## src/rtl/dtt_pkg.sv

```systemverilog
// Package for the debounced toggle with timeout block.
// Holds widths, register indexes, debouncer phase codes and the divide-by-1000 constants.
// No dependencies; every other file imports it.
`default_nettype none

package dtt_pkg;

    localparam int TIME_W   = 32;
    localparam int COUNT_W  = 32;
    localparam int REMAIN_W = 15;
    localparam int RUN_W    = 9;
    localparam int PHASE_W  = 2;
    localparam int CFG_IDX_W  = 3;
    localparam int CFG_DATA_W = 24;

    // Width of the rounded-up millisecond figure that is divided by 1000
    localparam int ROUND_W = 25;

    // Configuration register indexes
    localparam logic [CFG_IDX_W-1:0] REG_DEBOUNCE = 3'd0;
    localparam logic [CFG_IDX_W-1:0] REG_LOCKOUT  = 3'd1;
    localparam logic [CFG_IDX_W-1:0] REG_STUCK    = 3'd2;
    localparam logic [CFG_IDX_W-1:0] REG_AUTO_OFF = 3'd3;
    localparam logic [CFG_IDX_W-1:0] REG_BLINK    = 3'd4;

    // Debouncer phases; the fourth code behaves as idle
    localparam logic [PHASE_W-1:0] PH_IDLE    = 2'd0;
    localparam logic [PHASE_W-1:0] PH_PRESSED = 2'd1;
    localparam logic [PHASE_W-1:0] PH_WAIT    = 2'd2;

    localparam logic [RUN_W-1:0] RUN_MAX = 9'd511;

    localparam int MS_ROUND_UP = 999;
    localparam int MS_PER_S    = 1000;

    // floor(x / 1000) = (x * DIV_MULT) >> DIV_SHIFT, exact for x below 2**ROUND_W
    localparam int DIV_SHIFT = ROUND_W + 10;
    localparam int MULT_W    = 26;
    localparam int PROD_W    = ROUND_W + MULT_W;
    localparam longint DIV_MULT_FULL =
        ((longint'(1) <<< DIV_SHIFT) + longint'(MS_PER_S) - 1) / longint'(MS_PER_S);
    localparam logic [MULT_W-1:0] DIV_MULT = MULT_W'(DIV_MULT_FULL);

    // Reset values of the configuration registers
    localparam logic [7:0]  RST_DEBOUNCE = 8'd3;
    localparam logic [15:0] RST_LOCKOUT  = 16'd50;
    localparam logic [23:0] RST_STUCK    = 24'd3000;
    localparam logic [23:0] RST_AUTO_OFF = 24'd10000;
    localparam logic [15:0] RST_BLINK    = 16'd500;

endpackage

`default_nettype wire

```

## src/rtl/dtt_sample_if.sv

```systemverilog
// Input channel of the debounced toggle block: one button sample word.
// Depends on dtt_pkg for the field widths.
`default_nettype none

interface dtt_sample_if
    import dtt_pkg::*;
();
    logic              valid;
    logic              ready;
    logic              btn_pressed;
    logic [TIME_W-1:0] time_ms;

    modport source (output valid, output btn_pressed, output time_ms, input ready);
    modport sink   (input valid, input btn_pressed, input time_ms, output ready);
endinterface

`default_nettype wire

```

## src/rtl/dtt_result_if.sv

```systemverilog
// Output channel of the debounced toggle block: one result word per sample.
// Depends on dtt_pkg for the field widths.
`default_nettype none

interface dtt_result_if
    import dtt_pkg::*;
();
    logic                valid;
    logic                ready;
    logic                led_on;
    logic                press_fired;
    logic                stuck;
    logic                blink_out;
    logic                auto_off;
    logic [COUNT_W-1:0]  press_total;
    logic [REMAIN_W-1:0] remain_s;

    modport source (output valid, output led_on, output press_fired, output stuck,
                    output blink_out, output auto_off, output press_total,
                    output remain_s, input ready);
    modport sink   (input valid, input led_on, input press_fired, input stuck,
                    input blink_out, input auto_off, input press_total,
                    input remain_s, output ready);
endinterface

`default_nettype wire

```

## src/rtl/dtt_cfg_if.sv

```systemverilog
// Configuration write channel of the debounced toggle block.
// Depends on dtt_pkg for the index and data widths.
`default_nettype none

interface dtt_cfg_if
    import dtt_pkg::*;
();
    logic                  valid;
    logic                  ready;
    logic [CFG_IDX_W-1:0]  index;
    logic [CFG_DATA_W-1:0] data;

    modport source (output valid, output index, output data, input ready);
    modport sink   (input valid, input index, input data, output ready);
endinterface

`default_nettype wire

```

## src/rtl/debounced_toggle_with_timeout_top.sv

```systemverilog
// Top level of the debounced toggle with timeout block: debouncer, toggle, auto off and blink.
// Depends on dtt_pkg and the interfaces dtt_sample_if, dtt_result_if and dtt_cfg_if.
//
//   channel  | direction | word carried
//   ---------+-----------+------------------------------------------------------------
//   sample   | in        | btn_pressed, time_ms
//   result   | out       | led_on, press_fired, stuck, blink_out, auto_off, press_total,
//            |           | remain_s
//   cfg      | in        | index, data (always ready)
//
// A sample word may be accepted on every clock while the pipeline has room. The pipeline is
// input register, state update stage, divide-by-1000 stage, output register. The loop through
// the debouncer and toggle state closes through its own state registers, which sets the rate
// at one word per cycle unless the result side stalls. A stalled result holds each stage in
// turn, and sample ready drops only once every stage is full. Reset clears all but data registers.
`default_nettype none

module debounced_toggle_with_timeout_top
    import dtt_pkg::*;
(
    input  wire           clk,
    input  wire           rst_n,
    dtt_sample_if.sink    sample,
    dtt_result_if.source  result,
    dtt_cfg_if.sink       cfg
);

    // ------------------------------------------------------------------
    // Configuration registers. Write them only while the block is idle; the block does not enforce it.
    // ------------------------------------------------------------------
    logic [7:0]  debounce_reg;
    logic [15:0] lockout_reg;
    logic [23:0] stuck_ms_reg;
    logic [23:0] auto_off_ms_reg;
    logic [15:0] blink_ms_reg;

    assign cfg.ready = 1'b1;

    always_ff @(posedge clk or negedge rst_n)
    begin
        if (!rst_n)
        begin
            debounce_reg    <= RST_DEBOUNCE;
            lockout_reg     <= RST_LOCKOUT;
            stuck_ms_reg    <= RST_STUCK;
            auto_off_ms_reg <= RST_AUTO_OFF;
            blink_ms_reg    <= RST_BLINK;
        end
        else if (cfg.valid)
        begin
            case (cfg.index)
                REG_DEBOUNCE: debounce_reg    <= cfg.data[7:0];
                REG_LOCKOUT:  lockout_reg     <= cfg.data[15:0];
                REG_STUCK:    stuck_ms_reg    <= cfg.data[23:0];
                REG_AUTO_OFF: auto_off_ms_reg <= cfg.data[23:0];
                REG_BLINK:    blink_ms_reg    <= cfg.data[15:0];
                default:      ;
            endcase
        end
    end

    // ------------------------------------------------------------------
    // Flow control. Each stage moves on when the one after it has room.
    // ------------------------------------------------------------------
    logic in_v_reg;
    logic mid_v_reg;
    logic out_v_reg;
    logic out_room;
    logic mid_room;
    logic in_room;
    logic adv_a;
    logic adv_b;

    assign out_room = !out_v_reg || result.ready;
    assign mid_room = !mid_v_reg || out_room;
    assign in_room  = !in_v_reg || mid_room;
    assign adv_a    = in_v_reg && mid_room;
    assign adv_b    = mid_v_reg && out_room;

    assign sample.ready = in_room;

    // Input register
    logic              in_btn_reg;
    logic [TIME_W-1:0] in_time_reg;

    always_ff @(posedge clk or negedge rst_n)
    begin
        if (!rst_n)
        begin
            in_v_reg <= 1'b0;
        end
        else if (in_room)
        begin
            in_v_reg <= sample.valid;
        end
    end

    always_ff @(posedge clk)
    begin
        if (sample.valid && in_room)
        begin
            in_btn_reg  <= sample.btn_pressed;
            in_time_reg <= sample.time_ms;
        end
    end

    // ------------------------------------------------------------------
    // Block state, updated when a word leaves the input register.
    // ------------------------------------------------------------------
    logic [PHASE_W-1:0] deb_phase_reg,     deb_phase_next;
    logic [RUN_W-1:0]   deb_run_reg,       deb_run_next;
    logic [TIME_W-1:0]  hold_start_reg,    hold_start_next;
    logic [TIME_W-1:0]  lockout_until_reg, lockout_until_next;
    logic [COUNT_W-1:0] presses_reg,       presses_next;
    logic               is_on_reg,         is_on_next;
    logic [TIME_W-1:0]  on_since_reg,      on_since_next;
    logic [TIME_W-1:0]  blink_mark_reg,    blink_mark_next;
    logic               blink_level_reg,   blink_level_next;

    logic               fired;
    logic               stuck_now;
    logic               timed_out;
    logic [ROUND_W-1:0] round_ms;

    // Debouncer: lockout first, then the three phases.
    always_comb
    begin
        logic [RUN_W-1:0]  run_inc;
        logic [TIME_W-1:0] held;

        deb_phase_next     = deb_phase_reg;
        deb_run_next       = deb_run_reg;
        hold_start_next    = hold_start_reg;
        lockout_until_next = lockout_until_reg;
        fired              = 1'b0;
        stuck_now          = 1'b0;
        run_inc            = (deb_run_reg < RUN_MAX) ? deb_run_reg + 9'd1 : deb_run_reg;
        held               = in_time_reg - hold_start_reg;

        if (in_time_reg < lockout_until_reg)
        begin
            deb_phase_next = PH_IDLE;
            deb_run_next   = '0;
        end
        else
        begin
            case (deb_phase_reg)
                PH_PRESSED:
                begin
                    if (in_btn_reg)
                    begin
                        deb_run_next = run_inc;
                        // A zero threshold confirms just like a threshold of one
                        if (run_inc >= {1'b0, debounce_reg})
                        begin
                            hold_start_next = in_time_reg;
                            deb_phase_next  = PH_WAIT;
                        end
                    end
                    else
                    begin
                        deb_run_next   = '0;
                        deb_phase_next = PH_IDLE;
                    end
                end
                PH_WAIT:
                begin
                    if (in_btn_reg)
                    begin
                        stuck_now = (held > {8'd0, stuck_ms_reg});
                    end
                    else
                    begin
                        // Release edge: the press fires and the lockout window opens
                        fired              = 1'b1;
                        lockout_until_next = in_time_reg + {16'd0, lockout_reg};
                        deb_run_next       = '0;
                        deb_phase_next     = PH_IDLE;
                    end
                end
                default:
                begin
                    deb_phase_next = PH_IDLE;
                    if (in_btn_reg)
                    begin
                        deb_run_next   = 9'd1;
                        deb_phase_next = PH_PRESSED;
                    end
                end
            endcase
        end
    end

    // Toggle, auto off and the blink level.
    always_comb
    begin
        logic              turn_on;
        logic              on_mid;
        logic [TIME_W-1:0] since_old;
        logic [TIME_W-1:0] elapsed;
        logic [TIME_W-1:0] blink_gap;

        presses_next  = presses_reg + (fired ? 32'd1 : 32'd0);
        turn_on       = fired && !is_on_reg;
        on_mid        = fired ? !is_on_reg : is_on_reg;
        on_since_next = turn_on ? in_time_reg : on_since_reg;
        since_old     = in_time_reg - on_since_reg;
        // A state entered this tick has seen no time yet
        elapsed       = turn_on ? '0 : since_old;
        timed_out     = on_mid && (elapsed >= {8'd0, auto_off_ms_reg});
        is_on_next    = on_mid && !timed_out;

        // While on, elapsed stays below auto_off_ms, so the difference fits 24 bits
        if (is_on_next)
        begin
            round_ms = {1'b0, auto_off_ms_reg} - {1'b0, elapsed[23:0]}
                       + ROUND_W'(MS_ROUND_UP);
        end
        else
        begin
            round_ms = '0;
        end

        blink_gap        = in_time_reg - blink_mark_reg;
        blink_mark_next  = blink_mark_reg;
        blink_level_next = 1'b0;
        if (stuck_now)
        begin
            blink_level_next = blink_level_reg;
            if (blink_gap >= {16'd0, blink_ms_reg})
            begin
                blink_mark_next  = in_time_reg;
                blink_level_next = !blink_level_reg;
            end
        end
    end

    always_ff @(posedge clk or negedge rst_n)
    begin
        if (!rst_n)
        begin
            deb_phase_reg     <= PH_IDLE;
            deb_run_reg       <= '0;
            hold_start_reg    <= '0;
            lockout_until_reg <= '0;
            presses_reg       <= '0;
            is_on_reg         <= 1'b0;
            on_since_reg      <= '0;
            blink_mark_reg    <= '0;
            blink_level_reg   <= 1'b0;
        end
        else if (adv_a)
        begin
            deb_phase_reg     <= deb_phase_next;
            deb_run_reg       <= deb_run_next;
            hold_start_reg    <= hold_start_next;
            lockout_until_reg <= lockout_until_next;
            presses_reg       <= presses_next;
            is_on_reg         <= is_on_next;
            on_since_reg      <= on_since_next;
            blink_mark_reg    <= blink_mark_next;
            blink_level_reg   <= blink_level_next;
        end
    end

    // ------------------------------------------------------------------
    // Middle register: flags and the rounded-up milliseconds.
    // ------------------------------------------------------------------
    logic               mid_led_reg;
    logic               mid_press_reg;
    logic               mid_stuck_reg;
    logic               mid_blink_reg;
    logic               mid_auto_off_reg;
    logic [COUNT_W-1:0] mid_total_reg;
    logic [ROUND_W-1:0] mid_round_reg;

    always_ff @(posedge clk or negedge rst_n)
    begin
        if (!rst_n)
        begin
            mid_v_reg <= 1'b0;
        end
        else if (mid_room)
        begin
            mid_v_reg <= in_v_reg;
        end
    end

    always_ff @(posedge clk)
    begin
        if (adv_a)
        begin
            mid_led_reg      <= is_on_next;
            mid_press_reg    <= fired;
            mid_stuck_reg    <= stuck_now;
            mid_blink_reg    <= blink_level_next;
            mid_auto_off_reg <= timed_out;
            mid_total_reg    <= presses_next;
            mid_round_reg    <= round_ms;
        end
    end

    // ------------------------------------------------------------------
    // Divide by 1000 through a constant reciprocal, then the output register.
    // ------------------------------------------------------------------
    logic [PROD_W-1:0] div_prod;

    assign div_prod = PROD_W'(mid_round_reg) * PROD_W'(DIV_MULT);

    logic                out_led_reg;
    logic                out_press_reg;
    logic                out_stuck_reg;
    logic                out_blink_reg;
    logic                out_auto_off_reg;
    logic [COUNT_W-1:0]  out_total_reg;
    logic [REMAIN_W-1:0] out_remain_reg;

    always_ff @(posedge clk or negedge rst_n)
    begin
        if (!rst_n)
        begin
            out_v_reg <= 1'b0;
        end
        else if (out_room)
        begin
            out_v_reg <= mid_v_reg;
        end
    end

    always_ff @(posedge clk)
    begin
        if (adv_b)
        begin
            out_led_reg      <= mid_led_reg;
            out_press_reg    <= mid_press_reg;
            out_stuck_reg    <= mid_stuck_reg;
            out_blink_reg    <= mid_blink_reg;
            out_auto_off_reg <= mid_auto_off_reg;
            out_total_reg    <= mid_total_reg;
            out_remain_reg   <= div_prod[DIV_SHIFT +: REMAIN_W];
        end
    end

    assign result.valid       = out_v_reg;
    assign result.led_on      = out_led_reg;
    assign result.press_fired = out_press_reg;
    assign result.stuck       = out_stuck_reg;
    assign result.blink_out   = out_blink_reg;
    assign result.auto_off    = out_auto_off_reg;
    assign result.press_total = out_total_reg;
    assign result.remain_s    = out_remain_reg;

    // ------------------------------------------------------------------
    // Assertions
    // ------------------------------------------------------------------

    // The blink level can only be high while a confirmed press is held.
    a_blink_needs_wait: assert property (@(posedge clk) disable iff (!rst_n)
        blink_level_reg |-> deb_phase_reg == PH_WAIT)
        else $error("blink level set outside the waiting phase");

    // A timeout always leaves the state off.
    a_auto_off_is_off: assert property (@(posedge clk) disable iff (!rst_n)
        mid_v_reg && mid_auto_off_reg |-> !mid_led_reg)
        else $error("auto off reported while the state is on");

    // The press counter moves up by one whenever a press fires.
    a_press_count: assert property (@(posedge clk) disable iff (!rst_n)
        adv_a && fired |=> presses_reg == $past(presses_reg) + 32'd1)
        else $error("press counter did not step on a fired press");

    // A word held in the middle stage stays put while the output is blocked.
    a_mid_holds: assert property (@(posedge clk) disable iff (!rst_n)
        mid_v_reg && !out_room |=> mid_v_reg && $stable(mid_round_reg)
            && $stable(mid_total_reg))
        else $error("middle stage changed while stalled");

endmodule

`default_nettype wire

```

## src/flat_wrapper.sv

```systemverilog
// flat-port wrapper written by rule: the top's interface ports become plain ports
module debounced_toggle_with_timeout_top_flat import dtt_pkg::*;
  (clk, rst_n, sample_valid, sample_btn_pressed, sample_time_ms, sample_ready, result_valid, result_led_on, result_press_fired, result_stuck, result_blink_out, result_auto_off, result_press_total, result_remain_s, result_ready, cfg_valid, cfg_index, cfg_data, cfg_ready);
  dtt_sample_if sample_i ();
  dtt_result_if result_i ();
  dtt_cfg_if cfg_i ();
  input  wire clk;
  input  wire rst_n;
  input wire logic [$bits(sample_i.valid)-1:0] sample_valid;
  input wire logic [$bits(sample_i.btn_pressed)-1:0] sample_btn_pressed;
  input wire logic [$bits(sample_i.time_ms)-1:0] sample_time_ms;
  output wire logic [$bits(sample_i.ready)-1:0] sample_ready;
  output wire logic [$bits(result_i.valid)-1:0] result_valid;
  output wire logic [$bits(result_i.led_on)-1:0] result_led_on;
  output wire logic [$bits(result_i.press_fired)-1:0] result_press_fired;
  output wire logic [$bits(result_i.stuck)-1:0] result_stuck;
  output wire logic [$bits(result_i.blink_out)-1:0] result_blink_out;
  output wire logic [$bits(result_i.auto_off)-1:0] result_auto_off;
  output wire logic [$bits(result_i.press_total)-1:0] result_press_total;
  output wire logic [$bits(result_i.remain_s)-1:0] result_remain_s;
  input wire logic [$bits(result_i.ready)-1:0] result_ready;
  input wire logic [$bits(cfg_i.valid)-1:0] cfg_valid;
  input wire logic [$bits(cfg_i.index)-1:0] cfg_index;
  input wire logic [$bits(cfg_i.data)-1:0] cfg_data;
  output wire logic [$bits(cfg_i.ready)-1:0] cfg_ready;
  assign sample_i.valid = sample_valid;
  assign sample_i.btn_pressed = sample_btn_pressed;
  assign sample_i.time_ms = sample_time_ms;
  assign sample_ready = sample_i.ready;
  assign result_valid = result_i.valid;
  assign result_led_on = result_i.led_on;
  assign result_press_fired = result_i.press_fired;
  assign result_stuck = result_i.stuck;
  assign result_blink_out = result_i.blink_out;
  assign result_auto_off = result_i.auto_off;
  assign result_press_total = result_i.press_total;
  assign result_remain_s = result_i.remain_s;
  assign result_i.ready = result_ready;
  assign cfg_i.valid = cfg_valid;
  assign cfg_i.index = cfg_index;
  assign cfg_i.data = cfg_data;
  assign cfg_ready = cfg_i.ready;
  debounced_toggle_with_timeout_top u_core (.clk(clk), .rst_n(rst_n), .sample(sample_i), .result(result_i), .cfg(cfg_i));
endmodule
```

## config.mk

```make
export PLATFORM = sky130hd
export DESIGN_NAME = debounced_toggle_with_timeout_top_flat
export DESIGN_NICKNAME = d
export VERILOG_FILES = /design/src/rtl/dtt_pkg.sv /design/src/rtl/dtt_sample_if.sv /design/src/rtl/dtt_result_if.sv /design/src/rtl/dtt_cfg_if.sv /design/src/rtl/debounced_toggle_with_timeout_top.sv /design/src/flat_wrapper.sv
export SDC_FILE = /design/constraint.sdc
export NUM_CORES = 1
export LEC_CHECK = 0
export BUFFER_PORTS_ARGS = -buffer_cell sky130_fd_sc_hd__buf_2
export CAP_MARGIN = 10
export CORE_MARGIN = 5
export CORE_UTILIZATION = 40
export CTS_CLUSTER_DIAMETER = 40
export DETAILED_ROUTE_END_ITERATION = 8
export PLACE_DENSITY = 0.54
export SYNTH_ARGS = -nofsm -noshare
export SYNTH_HDL_FRONTEND = slang
export SYNTH_SLANG_ARGS = --single-unit
```

## constraint.sdc

```tcl
create_clock -name clk -period 7.3 [get_ports clk]
set_input_delay 1.095 -clock clk [delete_from_list [all_inputs] [get_ports clk]]
set_output_delay 1.095 -clock clk [all_outputs]
set_load 0.02 [all_outputs]
```

Word level (Yosys, flattened, before mapping)
Cells that the tools add are included.
{"block": "word_totals", "register_bits": 411, "out_inout_bits": 55}
{"block": "classes", "addsub": 8, "mul": 1, "order_cmp": 6, "eq_ne": 8, "muxes": 23, "n_bitwise": 2, "reduce_logical": 28}
{"operator": "32-bit subtractor", "count": 3}
{"operator": "25-bit by 26-bit multiplier with 50-bit output, second input constant", "count": 1}
{"operator": "9-bit two-way mux", "count": 5}
{"operator": "32-bit by 16-bit adder with 32-bit output", "count": 1}
{"operator": "32-bit adder", "count": 1}
{"operator": "32-bit by 16-bit >= comparator with 1-bit output", "count": 1}
{"operator": "32-bit by 24-bit >= comparator with 1-bit output", "count": 1}
{"operator": "32-bit by 24-bit greater-than comparator with 1-bit output", "count": 1}
{"operator": "32-bit < comparator", "count": 1}
{"operator": "32-bit two-way mux", "count": 1}
{"operator": "25-bit by 10-bit adder with 25-bit output, second input constant", "count": 1}
{"operator": "24-bit by 24-bit subtractor with 25-bit output", "count": 1}
{"operator": "9-bit one-hot mux with 2 select lines", "count": 1}
{"operator": "2-bit AND reduction", "count": 6}
{"operator": "1-bit two-way mux", "count": 11}
{"operator": "9-bit by 1-bit adder with 9-bit output, second input constant", "count": 1}
{"operator": "9-bit by 8-bit >= comparator with 1-bit output", "count": 1}
{"operator": "9-bit < comparator, second input constant", "count": 1}
{"operator": "3-bit AND reduction", "count": 3}
{"operator": "2-bit two-way mux", "count": 4}
{"operator": "3-bit by 2-bit == test with 1-bit output, second input constant", "count": 2}
{"operator": "1-bit logical AND", "count": 6}
{"operator": "1-bit zero test", "count": 6}
{"operator": "5-bit AND reduction", "count": 1}
{"operator": "12 further kinds", "count": 15}

Depth between registers and ports, before layout
{"block": "depth", "word_depth": 9, "depth_mapped": 29, "depth_no_buf": 28}

Worst setup path before layout
OpenSTA, ideal clock, no wires.
{"block": "synth_timing", "path_kind": "register to register", "from": "register u_core.mid_round_reg[22]", "to": "register u_core.out_remain_reg[11], in the netlist u_core.result.remain_s[11] (data pin)", "arrival_ps": 6184, "required_time_ps": 7038, "setup_slack_ps": 854, "stages_incl_launch_ff": 22, "period_less_slack_ps": 6446, "cell_sequence": "edfxtp_1 fa_1 inv_1 fa_1 fa_1 inv_1 fa_1 fa_1 inv_1 fa_1 fa_1 inv_1 ha_1 a21o_1 a21o_1 a31oi_1 a311oi_1 nor3_1 o21ai_0 a21oi_1 o21bai_1 xor2_1"}
{"block": "synth_between", "elab_chain_len": 1}
{"item": "start, declared", "line_no": "debounced_toggle_with_timeout_top.sv:275", "source": "logic [ROUND_W-1:0] mid_round_reg;"}
{"item": "start signal, assigned", "line_no": "debounced_toggle_with_timeout_top.sv:299", "source": "mid_round_reg <= round_ms;"}
{"item": "25-bit by 26-bit multiplier with 50-bit output", "line_no": "debounced_toggle_with_timeout_top.sv:308", "source": "assign div_prod = PROD_W'(mid_round_reg) * PROD_W'(DIV_MULT);"}
{"item": "net u_core.div_prod[46]", "line_no": "debounced_toggle_with_timeout_top.sv:306", "source": "logic [PROD_W-1:0] div_prod;"}
{"item": "end signal, assigned", "line_no": "debounced_toggle_with_timeout_top.sv:340", "source": "out_remain_reg <= div_prod[DIV_SHIFT +: REMAIN_W];"}
{"item": "end, declared", "line_no": "debounced_toggle_with_timeout_top.sv:316", "source": "logic [REMAIN_W-1:0] out_remain_reg;"}
The timed path passes the listed nets, and every way through them passes these cells.
A chain may end at the register's enable or synchronous reset.

Final worst setup path
{"block": "layout_timing", "from": "register u_core.mid_round_reg[9]", "to": "register u_core.out_remain_reg[11], in the netlist u_core.result.remain_s[11] (data pin)"}
The elaborated chain is that of the path after synthesis.

==> results.yml <==
drt:
  drt-vias-per-instance: 4.94
  vias: 24400
  dr.pass1.iters: 5
  wl_mm: 85.3
  antenna_left: 0
  first_iter_violations: 1022
  drc: 0
  routedWlPerCell_microns: 17.3
power:
  leakagePower_nw: 19.6
  comb_power_share: 0.525
  ir_worst_vdd_mv: 0.416
  swShare: 0.401
  p_seq_frac: 0.192
  switchingPower_mw: 5.85
  clock_power_share: 0.283
  p_per_area_nw_per_um2: 359
  p_int_mw: 8.74
finish:
  fin_util: 0.466
  final_common_cell: "inv_1"
  areaGrowthSynthToFinish_pct: 15.5
  drive_gt1_frac: 0.143
  fin_nets: 4508
  mostFrequentLayoutCells: "inv_1, ha_1, dfrtp_1"
synth:
  syn_avg_cell_area_sq_um: 10.0
  synth_seq_cells: 411
  synth_edf_count: 147
  yosys_warnings: 0
  synth-seq-area-share: 0.314
  ys_async_sr_fraction: 0.642
  syn-num-nets: 4296
  synth_ff_type: "dfrtp_1"
  syn_inst: 3502
  synth_area_sq_um: 35200
  yosysUniqueCellTypes: 92
status:
  status: "complete, no violations"
clock_tree:
  htreeDepth: 3
  clk_pin_slew_ns: 0.06
  cts_tree: "built"
  clockRootBuffer: "clkbuf_16"
  clk_path_buf_depth: 3
  hold_buffers: 0
  cts.sinks: 411
  worst_skew_pair.late_latency_ns: 0.62
  cts_made_buffers: 86
worst_setup_path:
  cp-end-kind: "flop"
  worstSetupStartpointType: "flop"
  worstPathMaxFanout: 6
  crit_type: "flop to flop"
  cp_data_required_time_ns: 7.62
  arrival_ns: 7.23
grt:
  track_usage: 0.182
  grt_first_pass_wirelength_mm: 137
  antenna_found_initial: 2
  grt_max_degree: 163
  gr-total-overflow: 0
  grt_pass1_vias: 25300
timing:
  period_share: 0.947
  rsz0062_at_grt: "no"
  drv_slew: 0
  tightest_slew_ns: 1.29
  finalClockSkew_ns: 0.0520
  tns_ns: 0
  clock.fmax_mhz: 145
  maxSlewHeadroom: 0.143
  setup_viol: 0
  hold_violations: 0
  period_needed_ns: 6.91
floorplanning:
  core_sq_um: 87000
  rows: 108
  die_h_microns: 306
  initial_core_util: 0.404
  die_width_microns: 306
  die_area_sq_um: 93900
  num_io_pins: 120
placed_design:
  io_buffers: 118
  hpwl_mm: 68.8
  place.gp.congestion: 0.923
job:
  maxCapViolations: 0
hold_path:
  hold_class: "flop to flop"
==> final timing paths <==
kind / start / slack (ns) / cells after the start / endpoint
worst max-delay path: u_core.mid_round_reg[9]$_SDFFCE_PN0P_ / 0.39 / 24 / u_core.result.remain_s[11]$_DFFE_PP_
worst min-delay path: u_core.mid_total_reg[5]$_DFFE_PP_ / 0.41 / 0 / u_core.result.press_total[5]$_DFFE_PP_
worst max register to register: u_core.mid_round_reg[9]$_SDFFCE_PN0P_ / 0.39 / 24 / u_core.result.remain_s[11]$_DFFE_PP_
worst min register to register: u_core.mid_total_reg[5]$_DFFE_PP_ / 0.41 / 0 / u_core.result.press_total[5]$_DFFE_PP_
max in group asynchronous: rst_n / 5.18 / 2 / u_core.presses_reg[15]$_DFFE_PN0P_
min in group asynchronous: rst_n / 0.49 / 1 / u_core.hold_start_reg[27]$_DFFE_PN0P_
==> cell usage after synthesis, types with 11 or more instances <==
library cell	n	area [sq um]
inv_1	638	2390
ha_1	517	6470
dfrtp_1	241	6030
nand2_1	227	852
fa_1	212	4240
a21oi_1	171	856
o21ai_0	165	826
nor2_1	160	601
edfxtp_1	147	4410
mux2_2	112	1260
xnor2_1	107	937
xor2_1	92	806
a21o_1	72	541
nand3_1	61	305
nor3_1	53	265
clkbuf_1	50	188
nand2b_1	40	250
nand4_1	35	219
and3_1	29	181
mux2_4	29	435
o21a_1	25	188
o21bai_1	24	180
dfstp_2	23	604
nor2b_1	21	131
a211oi_1	18	135
a31oi_1	17	106
and2_1	16	100
o211ai_1	13	97.6
or2_2	13	81.3
o21ai_1	11	55.1
==> critical path: stages, from the launching register on <==
cell and delay (ns):
edfxtp_1 0.51, inv_1 0.24, fa_1 0.47, fa_1 0.49
fa_1 0.54, inv_1 0.04, ha_1 0.28, ha_1 0.29
fa_1 0.53, inv_1 0.06, fa_1 0.53, inv_1 0.04
ha_1 0.19, or4_1 0.47, a21oi_1 0.20, a221oi_1 0.11
buf_4 0.16, nand4_1 0.14, a311oi_1 0.11, buf_4 0.16
nor3_1 0.33, o21ai_0 0.21, a21oi_1 0.26, o21bai_1 0.10
xor2_1 0.14
==> logic make-up after synthesis <==
| kind of cell | share of synthesized area |
|---|---|
| AOI/OAI and AO/OA | 0.110 |
| and+or+nand+nor | 0.0953 |
| xor gates and xnor gates | 0.0496 |
| muxes | 0.0503 |
| buffers and inverters | 0.0758 |
| other | 0.000107 |
| adders and majority gates | 0.305 |
| DFF | 0.314 |
==> power groups by stage <==
stage,sequential (mW),combinational [mW],clock (mW)
after detailed placement,2.85,7.68,0
final,2.81,7.66,4.12
after global placement,2.84,7.66,0
after floorplan,2.90,5.69,0
after CTS,2.81,7.77,4.23
after global routing,2.83,9.02,4.35
==> final cells by class <==
class	instances	area, sq um
Timing Repair Buffer	185	1130
Clock inverter	62	797
Multi-Input combinational cell	2390	21500
Inverter	640	2400
Tap cell	1155	1450
Sequential cell	411	11000
Clock buffer	97	2300
Antenna cell	2	5.00
Fill cell	8284	46400
==> stage by stage <==
stage | total power [mW] | setup WS (ns) | hold slack [ns] | std cells | cell area, sq um
after global routing | 16.2 | 0.00247 | 0.420 | 4940 | 40600
after global placement | 10.5 | 0.384 | 0.402 | 4778 | 37500
after floorplan | 8.59 | 0.854 | 0.400 | 3502 | 35200
after detailed placement | 10.5 | 0.302 | 0.405 | 4778 | 37500
final | 14.6 | 0.390 | 0.415 | 4942 | 40600
after CTS | 14.8 | 0.245 | 0.416 | 4937 | 40600
==> per-layer routing <==
| metal | wire length (microns) | share of wire | vias up | global-route usage |
|---|---|---|---|---|
| met5 | 0 | 0 | - | 0 |
| met4 | 2100 | 0.025 | 0 | 0.0470 |
| met3 | 3030 | 0.036 | 115 | 0.0271 |
| met2 | 40000 | 0.47 | 379 | 0.308 |
| met1 | 40200 | 0.47 | 11600 | 0.248 |
| li1 | - | - | 12300 | - |
==> repair_timing <==
action	in CTS	in global routing
endpoints found under the setup margin	0	2
endpoints found under the hold margin	0	0
gates resized for setup	0	1
buffers inserted	0	3
Power figures use the tool's default switching activity.
